## src/bam_record_core_parser_core_assert.svh

```systemverilog
// Assertion macros shared by the record parser modules.
// Each macro expands to one labelled concurrent assertion, sampled on the
// rising clock edge and disabled while the synchronous reset is active.
`ifndef BAM_RECORD_CORE_PARSER_CORE_ASSERT_SVH
`define BAM_RECORD_CORE_PARSER_CORE_ASSERT_SVH

// Same-cycle implication.
`define BAM_RCP_ASSERT_IMP(label, clk, rst_n, ante, cons) \
    label: assert property (@(posedge clk) disable iff (!rst_n) (ante) |-> (cons)) \
        else $error("assertion failed in %m");

// Next-cycle implication.
`define BAM_RCP_ASSERT_NXT(label, clk, rst_n, ante, cons) \
    label: assert property (@(posedge clk) disable iff (!rst_n) (ante) |=> (cons)) \
        else $error("assertion failed in %m");

`endif

```

## src/bam_rcp_pkg.sv

```systemverilog
// ----------------------------------------------------------------------------
// bam_rcp_pkg
// Shared types and constants of the BAM alignment record parser.
// ----------------------------------------------------------------------------
package bam_rcp_pkg;

    localparam int unsigned CORE_BYTES = 32;

    typedef enum logic [2:0] {
        KIND_CORE  = 3'd0,
        KIND_CIGAR = 3'd1,
        KIND_DONE  = 3'd2,
        KIND_END   = 3'd3,
        KIND_ERROR = 3'd4
    } t_kind;

    typedef struct packed {
        t_kind       kind;
        logic [31:0] ref_id;
        logic [31:0] position;
        logic [15:0] bin;
        logic [7:0]  map_quality;
        logic [15:0] flag;
        logic [31:0] seq_length;
        logic [31:0] mate_ref_id;
        logic [31:0] mate_position;
        logic [31:0] insert_size;
        logic [27:0] cigar_length;
        logic [3:0]  cigar_op;
    } t_result;

    // One entry of the front-to-back queue: all results caused by one byte.
    // The second result never carries a payload.
    typedef struct packed {
        t_result first;
        logic    second_vld;
        t_kind   second_kind;
    } t_event;

endpackage

```

## src/bam_record_core_parser_core.sv

```systemverilog
// ----------------------------------------------------------------------------
// bam_record_core_parser_core
// BAM alignment record parser: core fields and CIGAR operations.
// ----------------------------------------------------------------------------
// Feed the decompressed alignment stream one byte per request; every byte can
// be taken in consecutive cycles while full is low, since each one only
// advances the record counters and shifts into a 32-bit assembly word. A record
// gives one core result after its 32 core bytes, one result per CIGAR word, and
// a record done result once its last byte is in; a zero block length gives an
// end result, and a short block or a stream that stops mid-record gives an
// error result. The parser classifies each byte and drops the results it
// causes, at most two, as one event into a queue of P_QUEUE_DEPTH entries; the
// result stage drains that queue at one result per cycle while pop is high, so
// a byte whose event holds two results (a final CIGAR word with record done,
// say) takes the result slot for both in turn. A result passes through the
// queue and the result slot register before it appears. full is raised only
// while the queue holds P_QUEUE_DEPTH events; since a record yields far fewer
// results than bytes, with a queue of three or more entries the input stalls
// only when pop is held low. P_QUEUE_DEPTH may be set from 2 to 32; at 2, a run
// of stream-end bytes after a two-result byte can fill the queue even with pop
// held high. Fields not used by a result kind read as zero.
// ----------------------------------------------------------------------------
module bam_record_core_parser_core import bam_rcp_pkg::*; #(
    parameter int P_QUEUE_DEPTH = 4
) (
    input  logic               i_clk,
    input  logic               i_rst_n,
    // byte side
    input  logic               push,
    output logic               full,
    input  logic [7:0]         i_data_byte,
    input  logic               i_stream_end,
    // result side
    output logic               empty,
    input  logic               pop,
    output logic [2:0]         o_kind,
    output logic signed [31:0] o_ref_id,
    output logic signed [31:0] o_position,
    output logic [15:0]        o_bin,
    output logic [7:0]         o_map_quality,
    output logic [15:0]        o_flag,
    output logic [31:0]        o_seq_length,
    output logic signed [31:0] o_mate_ref_id,
    output logic signed [31:0] o_mate_position,
    output logic signed [31:0] o_insert_size,
    output logic [27:0]        o_cigar_length,
    output logic [3:0]         o_cigar_op
);

    logic    byte_accept;
    logic    evt_vld;
    t_event  evt;
    t_event  q_data;
    logic    q_empty;
    logic    q_pop;
    t_result result;

    // advance the parser only on an accepted request
    assign byte_accept = push && !full;

    bam_rcp_front u_front (
        .i_clk        (i_clk),
        .i_rst_n      (i_rst_n),
        .i_accept     (byte_accept),
        .i_data_byte  (i_data_byte),
        .i_stream_end (i_stream_end),
        .o_evt_vld    (evt_vld),
        .o_evt        (evt)
    );

    // hold events here so that parser and result stage stall independently
    bam_rcp_queue #(
        .DEPTH (P_QUEUE_DEPTH)
    ) u_queue (
        .i_clk   (i_clk),
        .i_rst_n (i_rst_n),
        .i_push  (evt_vld),
        .i_data  (evt),
        .o_full  (full),
        .i_pop   (q_pop),
        .o_data  (q_data),
        .o_empty (q_empty)
    );

    bam_rcp_back u_back (
        .i_clk     (i_clk),
        .i_rst_n   (i_rst_n),
        .i_q_empty (q_empty),
        .i_q_data  (q_data),
        .o_q_pop   (q_pop),
        .o_empty   (empty),
        .i_pop     (pop),
        .o_result  (result)
    );

    assign o_kind          = result.kind;
    assign o_ref_id        = $signed(result.ref_id);
    assign o_position      = $signed(result.position);
    assign o_bin           = result.bin;
    assign o_map_quality   = result.map_quality;
    assign o_flag          = result.flag;
    assign o_seq_length    = result.seq_length;
    assign o_mate_ref_id   = $signed(result.mate_ref_id);
    assign o_mate_position = $signed(result.mate_position);
    assign o_insert_size   = $signed(result.insert_size);
    assign o_cigar_length  = result.cigar_length;
    assign o_cigar_op      = result.cigar_op;

endmodule

```

## src/bam_rcp_front.sv

```systemverilog
// ----------------------------------------------------------------------------
// bam_rcp_front
// Byte parser: tracks the record layout and classifies each accepted byte
// into at most one queue event.
// ----------------------------------------------------------------------------
`include "bam_record_core_parser_core_assert.svh"

module bam_rcp_front import bam_rcp_pkg::*; (
    input  logic       i_clk,
    input  logic       i_rst_n,
    input  logic       i_accept,
    input  logic [7:0] i_data_byte,
    input  logic       i_stream_end,
    output logic       o_evt_vld,
    output t_event     o_evt
);

    typedef enum logic [5:0] {
        PH_LEN     = 6'b000001,
        PH_CORE    = 6'b000010,
        PH_NAME    = 6'b000100,
        PH_CIGAR   = 6'b001000,
        PH_REST    = 6'b010000,
        PH_DISCARD = 6'b100000
    } t_phase;

    localparam logic [31:0] CORE_LEN = 32'(CORE_BYTES);

    t_phase      r_phase, n_phase;
    logic [31:0] r_byte_count, n_byte_count;
    logic [31:0] r_block_length, n_block_length;
    logic [31:0] r_assembly_word, n_assembly_word;
    logic [7:0]  r_name_length, n_name_length;
    logic [15:0] r_cigar_rem, n_cigar_rem;
    logic [31:0] r_core_word [8];

    logic [31:0] bc_inc;
    logic [31:0] name_end;
    logic [18:0] need;
    logic        core_we;
    logic        prim_vld;
    t_kind       prim_kind;
    logic        len_err;
    logic        mal_vld;
    logic        done_vld;
    logic        last_cond;
    logic        tail_err;

    assign n_assembly_word = {i_data_byte, r_assembly_word[31:8]};
    assign bc_inc          = r_byte_count + 32'd1;
    assign name_end        = CORE_LEN + {24'd0, r_name_length};
    assign need            = 19'(CORE_BYTES) + {11'd0, r_core_word[2][7:0]}
                           + {1'b0, r_core_word[3][15:0], 2'b00};

    always_comb begin
        n_phase        = r_phase;
        n_byte_count   = r_byte_count;
        n_block_length = r_block_length;
        n_name_length  = r_name_length;
        n_cigar_rem    = r_cigar_rem;
        core_we        = 1'b0;
        prim_vld       = 1'b0;
        prim_kind      = KIND_CORE;
        len_err        = 1'b0;
        mal_vld        = 1'b0;
        done_vld       = 1'b0;
        case (r_phase)
            PH_LEN: begin
                n_byte_count = bc_inc;
                if (r_byte_count[1:0] == 2'd3) begin
                    n_block_length = n_assembly_word;
                    n_byte_count   = '0;
                    if (n_assembly_word == '0) begin
                        prim_vld  = 1'b1;
                        prim_kind = KIND_END;
                    end else if (n_assembly_word < CORE_LEN) begin
                        prim_vld  = 1'b1;
                        prim_kind = KIND_ERROR;
                        len_err   = 1'b1;
                        n_phase   = PH_DISCARD;
                    end else begin
                        n_phase = PH_CORE;
                    end
                end
            end
            default: begin
                n_byte_count = bc_inc;
                case (r_phase)
                    PH_CORE: begin
                        core_we = (r_byte_count[1:0] == 2'd3);
                        if (r_byte_count[4:0] == 5'd31) begin
                            prim_vld      = 1'b1;
                            prim_kind     = KIND_CORE;
                            n_name_length = r_core_word[2][7:0];
                            n_cigar_rem   = r_core_word[3][15:0];
                            if ({13'd0, need} > r_block_length) begin
                                mal_vld = 1'b1;
                                n_phase = PH_DISCARD;
                            end else begin
                                n_phase = PH_NAME;
                                if (n_name_length == '0) begin
                                    n_phase = PH_CIGAR;
                                    if (n_cigar_rem == '0) begin
                                        n_phase = PH_REST;
                                    end
                                end
                            end
                        end
                    end
                    PH_NAME: begin
                        if (bc_inc == name_end) begin
                            n_phase = PH_CIGAR;
                            if (r_cigar_rem == '0) begin
                                n_phase = PH_REST;
                            end
                        end
                    end
                    PH_CIGAR: begin
                        // word boundary relative to the start of the CIGAR field
                        if ((r_byte_count[1:0] - r_name_length[1:0]) == 2'd3) begin
                            prim_vld    = 1'b1;
                            prim_kind   = KIND_CIGAR;
                            n_cigar_rem = r_cigar_rem - 16'd1;
                            if (n_cigar_rem == '0) begin
                                n_phase = PH_REST;
                            end
                        end
                    end
                    default: begin
                    end
                endcase
                if (bc_inc == r_block_length) begin
                    done_vld     = (n_phase != PH_DISCARD);
                    n_phase      = PH_LEN;
                    n_byte_count = '0;
                end
            end
        endcase
        last_cond = i_stream_end && !(n_phase == PH_LEN && n_byte_count == '0);
        if (last_cond) begin
            n_phase      = PH_LEN;
            n_byte_count = '0;
        end
        tail_err = mal_vld || (last_cond && !(len_err || mal_vld));
    end

    // Pack the results of this byte, oldest first.
    always_comb begin
        o_evt             = '0;
        o_evt.second_kind = KIND_ERROR;
        if (prim_vld) begin
            o_evt.first.kind = prim_kind;
            if (prim_kind == KIND_CORE) begin
                o_evt.first.ref_id        = r_core_word[0];
                o_evt.first.position      = r_core_word[1];
                o_evt.first.bin           = r_core_word[2][31:16];
                o_evt.first.map_quality   = r_core_word[2][15:8];
                o_evt.first.flag          = r_core_word[3][31:16];
                o_evt.first.seq_length    = r_core_word[4];
                o_evt.first.mate_ref_id   = r_core_word[5];
                o_evt.first.mate_position = r_core_word[6];
                o_evt.first.insert_size   = n_assembly_word;
            end else if (prim_kind == KIND_CIGAR) begin
                o_evt.first.cigar_length = n_assembly_word[31:4];
                o_evt.first.cigar_op     = n_assembly_word[3:0];
            end
            o_evt.second_vld  = done_vld || tail_err;
            o_evt.second_kind = done_vld ? KIND_DONE : KIND_ERROR;
        end else if (done_vld) begin
            o_evt.first.kind = KIND_DONE;
        end else begin
            o_evt.first.kind = KIND_ERROR;
        end
    end

    assign o_evt_vld = i_accept && (prim_vld || done_vld || tail_err);

    always_ff @(posedge i_clk) begin
        if (!i_rst_n) begin
            r_phase         <= PH_LEN;
            r_byte_count    <= '0;
            r_block_length  <= '0;
            r_assembly_word <= '0;
            r_name_length   <= '0;
            r_cigar_rem     <= '0;
        end else if (i_accept) begin
            r_phase         <= n_phase;
            r_byte_count    <= n_byte_count;
            r_block_length  <= n_block_length;
            r_assembly_word <= n_assembly_word;
            r_name_length   <= n_name_length;
            r_cigar_rem     <= n_cigar_rem;
        end
    end

    always_ff @(posedge i_clk) begin
        if (i_accept && core_we) begin
            r_core_word[r_byte_count[4:2]] <= n_assembly_word;
        end
    end

    `BAM_RCP_ASSERT_NXT(a_end_resyncs, i_clk, i_rst_n, i_accept && i_stream_end,
        r_phase == PH_LEN && r_byte_count == '0)
    `BAM_RCP_ASSERT_IMP(a_cigar_pending, i_clk, i_rst_n, r_phase == PH_CIGAR,
        r_cigar_rem != '0)

endmodule

```

## src/bam_rcp_queue.sv

```systemverilog
// ----------------------------------------------------------------------------
// bam_rcp_queue
// Small register queue of parsed events between the parser and the
// result stage.
// ----------------------------------------------------------------------------
`include "bam_record_core_parser_core_assert.svh"

module bam_rcp_queue import bam_rcp_pkg::*; #(
    parameter int DEPTH = 4
) (
    input  logic   i_clk,
    input  logic   i_rst_n,
    input  logic   i_push,
    input  t_event i_data,
    output logic   o_full,
    input  logic   i_pop,
    output t_event o_data,
    output logic   o_empty
);

    localparam int PW = $clog2(DEPTH);
    localparam int CW = $clog2(DEPTH + 1);
    localparam logic [PW-1:0] LAST  = PW'(DEPTH - 1);
    localparam logic [CW-1:0] LIMIT = CW'(DEPTH);

    t_event        r_mem [DEPTH];
    logic [PW-1:0] r_wr, n_wr;
    logic [PW-1:0] r_rd, n_rd;
    logic [CW-1:0] r_count, n_count;

    assign o_full  = (r_count == LIMIT);
    assign o_empty = (r_count == '0);
    assign o_data  = r_mem[r_rd];

    always_comb begin
        n_wr    = r_wr;
        n_rd    = r_rd;
        n_count = r_count;
        if (i_push) begin
            n_wr = (r_wr == LAST) ? '0 : r_wr + 1'b1;
        end
        if (i_pop) begin
            n_rd = (r_rd == LAST) ? '0 : r_rd + 1'b1;
        end
        if (i_push && !i_pop) begin
            n_count = r_count + 1'b1;
        end else if (i_pop && !i_push) begin
            n_count = r_count - 1'b1;
        end
    end

    always_ff @(posedge i_clk) begin
        if (!i_rst_n) begin
            r_wr    <= '0;
            r_rd    <= '0;
            r_count <= '0;
        end else begin
            r_wr    <= n_wr;
            r_rd    <= n_rd;
            r_count <= n_count;
        end
    end

    always_ff @(posedge i_clk) begin
        if (i_push) begin
            r_mem[r_wr] <= i_data;
        end
    end

    `BAM_RCP_ASSERT_IMP(a_no_overflow, i_clk, i_rst_n, i_push, !o_full)

endmodule

```

## src/bam_rcp_back.sv

```systemverilog
// ----------------------------------------------------------------------------
// bam_rcp_back
// Result stage: unpacks queued events into single results and holds the
// oldest one on the output until it is taken.
// ----------------------------------------------------------------------------
`include "bam_record_core_parser_core_assert.svh"

module bam_rcp_back import bam_rcp_pkg::*; (
    input  logic    i_clk,
    input  logic    i_rst_n,
    input  logic    i_q_empty,
    input  t_event  i_q_data,
    output logic    o_q_pop,
    output logic    o_empty,
    input  logic    i_pop,
    output t_result o_result
);

    t_result r_slot;
    logic    r_slot_vld;
    logic    r_second_vld;
    t_kind   r_second_kind;
    logic    take;
    logic    advance_second;
    t_result second_res;

    assign advance_second = r_slot_vld && i_pop && r_second_vld;
    assign take           = !r_slot_vld || (i_pop && !r_second_vld);
    assign o_q_pop        = take && !i_q_empty;
    assign o_empty        = !r_slot_vld;
    assign o_result       = r_slot;

    // second result of an event: kind only, no payload
    always_comb begin
        second_res      = '0;
        second_res.kind = r_second_kind;
    end

    always_ff @(posedge i_clk) begin
        if (!i_rst_n) begin
            r_slot_vld   <= 1'b0;
            r_second_vld <= 1'b0;
        end else if (advance_second) begin
            r_second_vld <= 1'b0;
        end else if (o_q_pop) begin
            r_slot_vld   <= 1'b1;
            r_second_vld <= i_q_data.second_vld;
        end else if (r_slot_vld && i_pop) begin
            r_slot_vld <= 1'b0;
        end
    end

    always_ff @(posedge i_clk) begin
        if (advance_second) begin
            r_slot <= second_res;
        end else if (o_q_pop) begin
            r_slot        <= i_q_data.first;
            r_second_kind <= i_q_data.second_kind;
        end
    end

    `BAM_RCP_ASSERT_IMP(a_second_has_slot, i_clk, i_rst_n, r_second_vld, r_slot_vld)
    `BAM_RCP_ASSERT_IMP(a_second_kind, i_clk, i_rst_n, r_second_vld,
        r_second_kind == KIND_DONE || r_second_kind == KIND_ERROR)

endmodule

```

## config.mk

```make
export PLATFORM = sky130hd
export DESIGN_NAME = bam_record_core_parser_core
export DESIGN_NICKNAME = d
export VERILOG_FILES = /design/src/bam_rcp_pkg.sv /design/src/bam_record_core_parser_core.sv /design/src/bam_rcp_front.sv /design/src/bam_rcp_queue.sv /design/src/bam_rcp_back.sv
export VERILOG_INCLUDE_DIRS = /design/src /design/src/src
export SDC_FILE = /design/constraint.sdc
export NUM_CORES = 2
export LEC_CHECK = 0
export CORE_MARGIN = 4
export CORE_UTILIZATION = 25
export DETAILED_ROUTE_END_ITERATION = 10
export DONT_BUFFER_PORTS = 1
export PLACE_DENSITY_LB_ADDON = 0.05
export SLEW_MARGIN = 20
export SYNTH_ARGS = -nofsm -noshare
export SYNTH_HDL_FRONTEND = slang
export SYNTH_SLANG_ARGS = --single-unit
export TNS_END_PERCENT = 5
```

## constraint.sdc

```tcl
create_clock -name i_clk -period 11.8 [get_ports i_clk]
set_input_delay 0 -clock i_clk [delete_from_list [all_inputs] [get_ports i_clk]]
set_output_delay 0 -clock i_clk [all_outputs]
set_load 0.03 [all_outputs]
```

==> results.py <==
metrics = {
    "die": {
        "die_h_um": 524,
        "core_area_mm2": 0.265,
        "floorplan.initialDensity_pct": 25.1,
        "io_pins": 282,
        "fp.dieW_um": 524,
        "rows": 189,
        "dieArea_mm2": 0.274,
    },
    "detailed_routing": {
        "drtIter0Drc": 2740,
        "ant_nets": 0,
        "drt-wirelength-per-cell_um": 27.0,
        "num_vias": 37897,
        "wl_mm": 222,
        "drc": 0,
        "first_pass_iters": 5,
        "drt-vias-per-instance": 4.62,
    },
    "synthesis": {
        "netlist_area_mm2": 0.0665,
        "synthCells": 4497,
        "async_reset_ff_share_pct": 0,
        "ys.flop_type": "edfxtp_1",
        "ys_seq_elements": 1702,
        "syn_avg_cell_area_um2": 14.8,
        "yosysSeqAreaShare_pct": 70.9,
        "synth_edf_count": 1309,
        "syn_nets": 4554,
        "synth.distinct_cells": 89,
        "synth_warnings": 0,
    },
    "critical_path": {
        "arrival_ps": 8570,
        "start_kind": "flop",
        "worst_setup_path_end_kind": "flop",
        "worstSetupPathType": "reg -> reg",
        "required_ps": 12270,
        "critPathMaxFanout": 102,
    },
    "sta": {
        "hold_viol": 0,
        "setup-tns-final_ps": 0,
        "grt_setup_unrepaired": "false",
        "fin_hold_ws_ps": 72.8,
        "timing.fmax_mhz": 123,
        "skew_ps": 56.4,
        "max_slew.worst_pin.slew_ps": 1180,
        "min_period_ps": 8100,
        "final-setup-viol-count": 0,
        "timing.final.crit_share_pct": 68.7,
        "relSlewSlack_pct": 19.5,
        "slew_violations": 0,
    },
    "clock_tree": {
        "cts_resized": 0,
        "postCtsHoldBufs": 23,
        "numCtsBuffers": 208,
        "clk_pin_slew_ps": 60,
        "cts_max_level": 4,
        "clockBufferDepth": 4,
        "clock_sinks": 1702,
        "post_cts_buffers": 0,
        "cts_tree": "done",
        "cts_root_buf": "clkbuf_16",
        "clk_latency_ps": 860,
    },
    "final_layout": {
        "syn_to_final_growth_pct": 16.5,
        "finalNetCount": 4567,
        "drive_above_1_share_pct": 15.2,
        "fillers": 26420,
        "seq_area_mm2": 0.0472,
        "multiInputGateArea_mm2": 0.0180,
    },
    "place": {
        "port_buffers": 0,
        "dp_hpwl_mm": 128,
        "place.gp.congestion": 0.824,
    },
    "global_routing": {
        "grt_max_degree": 153,
        "grt_pass1_wl_mm": 313,
        "grt_usage_pct": 15.9,
        "grt_pass1_vias": 38967,
        "antenna_found_initial": 35,
        "overflow": 0,
    },
    "worst_hold_path": {
        "hp-class": "in -> reg",
    },
    "power": {
        "ir_drop_mv": 0.157,
        "power_density_mw_per_mm2": 235,
        "p_leak_nw": 26.7,
    },
    "flow_run": {
        "drv_cap": 0,
    },
    "outcome": {
        "status": "complete, no violations",
    },
}
state kept, by name (all words and copies together) (netlist names), 2 cells and up, named ones only:
| register | cells |
|---|---|
| u_front.r_block_length | 32 |
| u_queue.r_count | 3 |
| u_front.r_phase | 6 |
| u_front.r_assembly_word | 24 |
| u_back.r_second_kind | 2 |
| u_back.o_result | 267 |
| u_front.r_core_word | 224 |
| u_front.r_name_length | 8 |
| u_front.r_cigar_rem | 16 |
| u_queue.r_wr | 2 |
| u_queue.r_rd | 2 |
| u_front.r_byte_count | 32 |
| u_queue.r_mem | 1080 |
power breakdown:
part / leakage (nW) / internal [W] / total [W] / switching, W
registers: 15.4 / 0.00718 / 0.00856 / 0.00138
logic: 8.16 / 0.00125 / 0.00351 / 0.00225
clock network: 3.16 / 0.00363 / 0.00615 / 0.00252
through the flow:
step / utilization, % / power (W) / cells / setup WS, ps / area, µm²
after CTS: 29.2 / 0.0187 / 8202 / 3540 / 77500
after floorplan: - / 0.0109 / 4497 / 579 / 66500
after global placement: 26.7 / 0.0124 / 7810 / 3660 / 70700
final: 29.2 / 0.0182 / 8209 / 3700 / 77500
after global routing: 29.2 / 0.0193 / 8205 / 3080 / 77500
after detailed placement: 26.7 / 0.0124 / 7810 / 3560 / 70700
layout by cell type, fill, tap and decap left out, types with 52 or more instances in the layout:
cell / Yosys / routed
clkbuf_16: 0 / 211
edfxtp_1: 1309 / 1309
a21oi_1: 122 / 122
buf_4: 2 / 76
nand3_1: 307 / 305
inv_1: 56 / 56
nor3_1: 55 / 52
nor2_1: 87 / 81
clkbuf_1: 239 / 55
nand2_1: 757 / 756
and3_1: 276 / 275
dfxtp_1: 393 / 391
mux4_2: 270 / 270
critical path: stages (launching register included):
cell and delay (ps):
dfxtp_1 500, ha_1 540, nand3_4 180, or4_1 880
or3_1 480, a22o_1 220, a221o_1 300, or4_4 470
or4_1 520, nor3_1 530, a21oi_1 320, a21oi_1 460
and2_4 850, buf_12 550, buf_4 630
final timing paths:
path | slack [ps] | end | startpoint | depth (start not counted)
max reg2reg | 3700 | u_queue.r_mem[1][123] | u_front.r_byte_count[0] | 14
min | 70 | u_front.r_byte_count[28] | i_rst_n | 2
max | 3700 | u_queue.r_mem[1][123] | u_front.r_byte_count[0] | 14
min reg2reg | 470 | u_front.r_name_length[0] | u_front.r_name_length[0] | 2
metal layers:
metal / wire (µm) / vias up / global-route usage, %
li1: - / 17135 / -
met5: 13 / - / 0
met3: 10900 / 274 / 2.38
met2: 105000 / 901 / 25.9
met1: 102000 / 19585 / 22.4
met4: 4420 / 2 / 3.69
layout make-up:
type / instances / share of cell area [%]
clock inverter: 83 / 0.951
timing repair buffer: 112 / 1.49
sequential: 1702 / 60.9
inverter: 58 / 0.294
clock buffer: 286 / 7.38
tap: 3533 / 5.70
multi-input combinational: 2428 / 23.3
antenna: 7 / 0.0226
cell usage after synthesis, drive strengths merged, types with 41 or more instances:
| library cell | instances | share of area [%] |
|---|---|---|
| inv | 57 | 0.32 |
| nand4 | 41 | 0.42 |
| nand2 | 757 | 4.3 |
| and3 | 276 | 2.6 |
| dfxtp | 393 | 12 |
| nor2 | 87 | 0.49 |
| ha | 42 | 0.79 |
| nor4 | 52 | 0.52 |
| nand3 | 308 | 2.3 |
| nor3 | 56 | 0.43 |
| xnor2 | 41 | 0.54 |
| edfxtp | 1309 | 59 |
| buf | 70 | 0.48 |
| clkbuf | 239 | 1.3 |
| o21ai | 51 | 0.38 |
| mux4 | 270 | 9.1 |
| a21oi | 122 | 0.92 |
cell families after synthesis:
logic type | share of synthesized area, %
AO/OA/AOI/OAI | 3.45
adder cells (fa/ha/maj) | 0.850
flip-flops | 70.9
AND/OR/NAND/NOR | 12.4
multiplexers | 9.20
buffers and inverters | 2.16
XOR/XNOR | 0.997
Note: power is estimated with default switching activity, not from simulation.
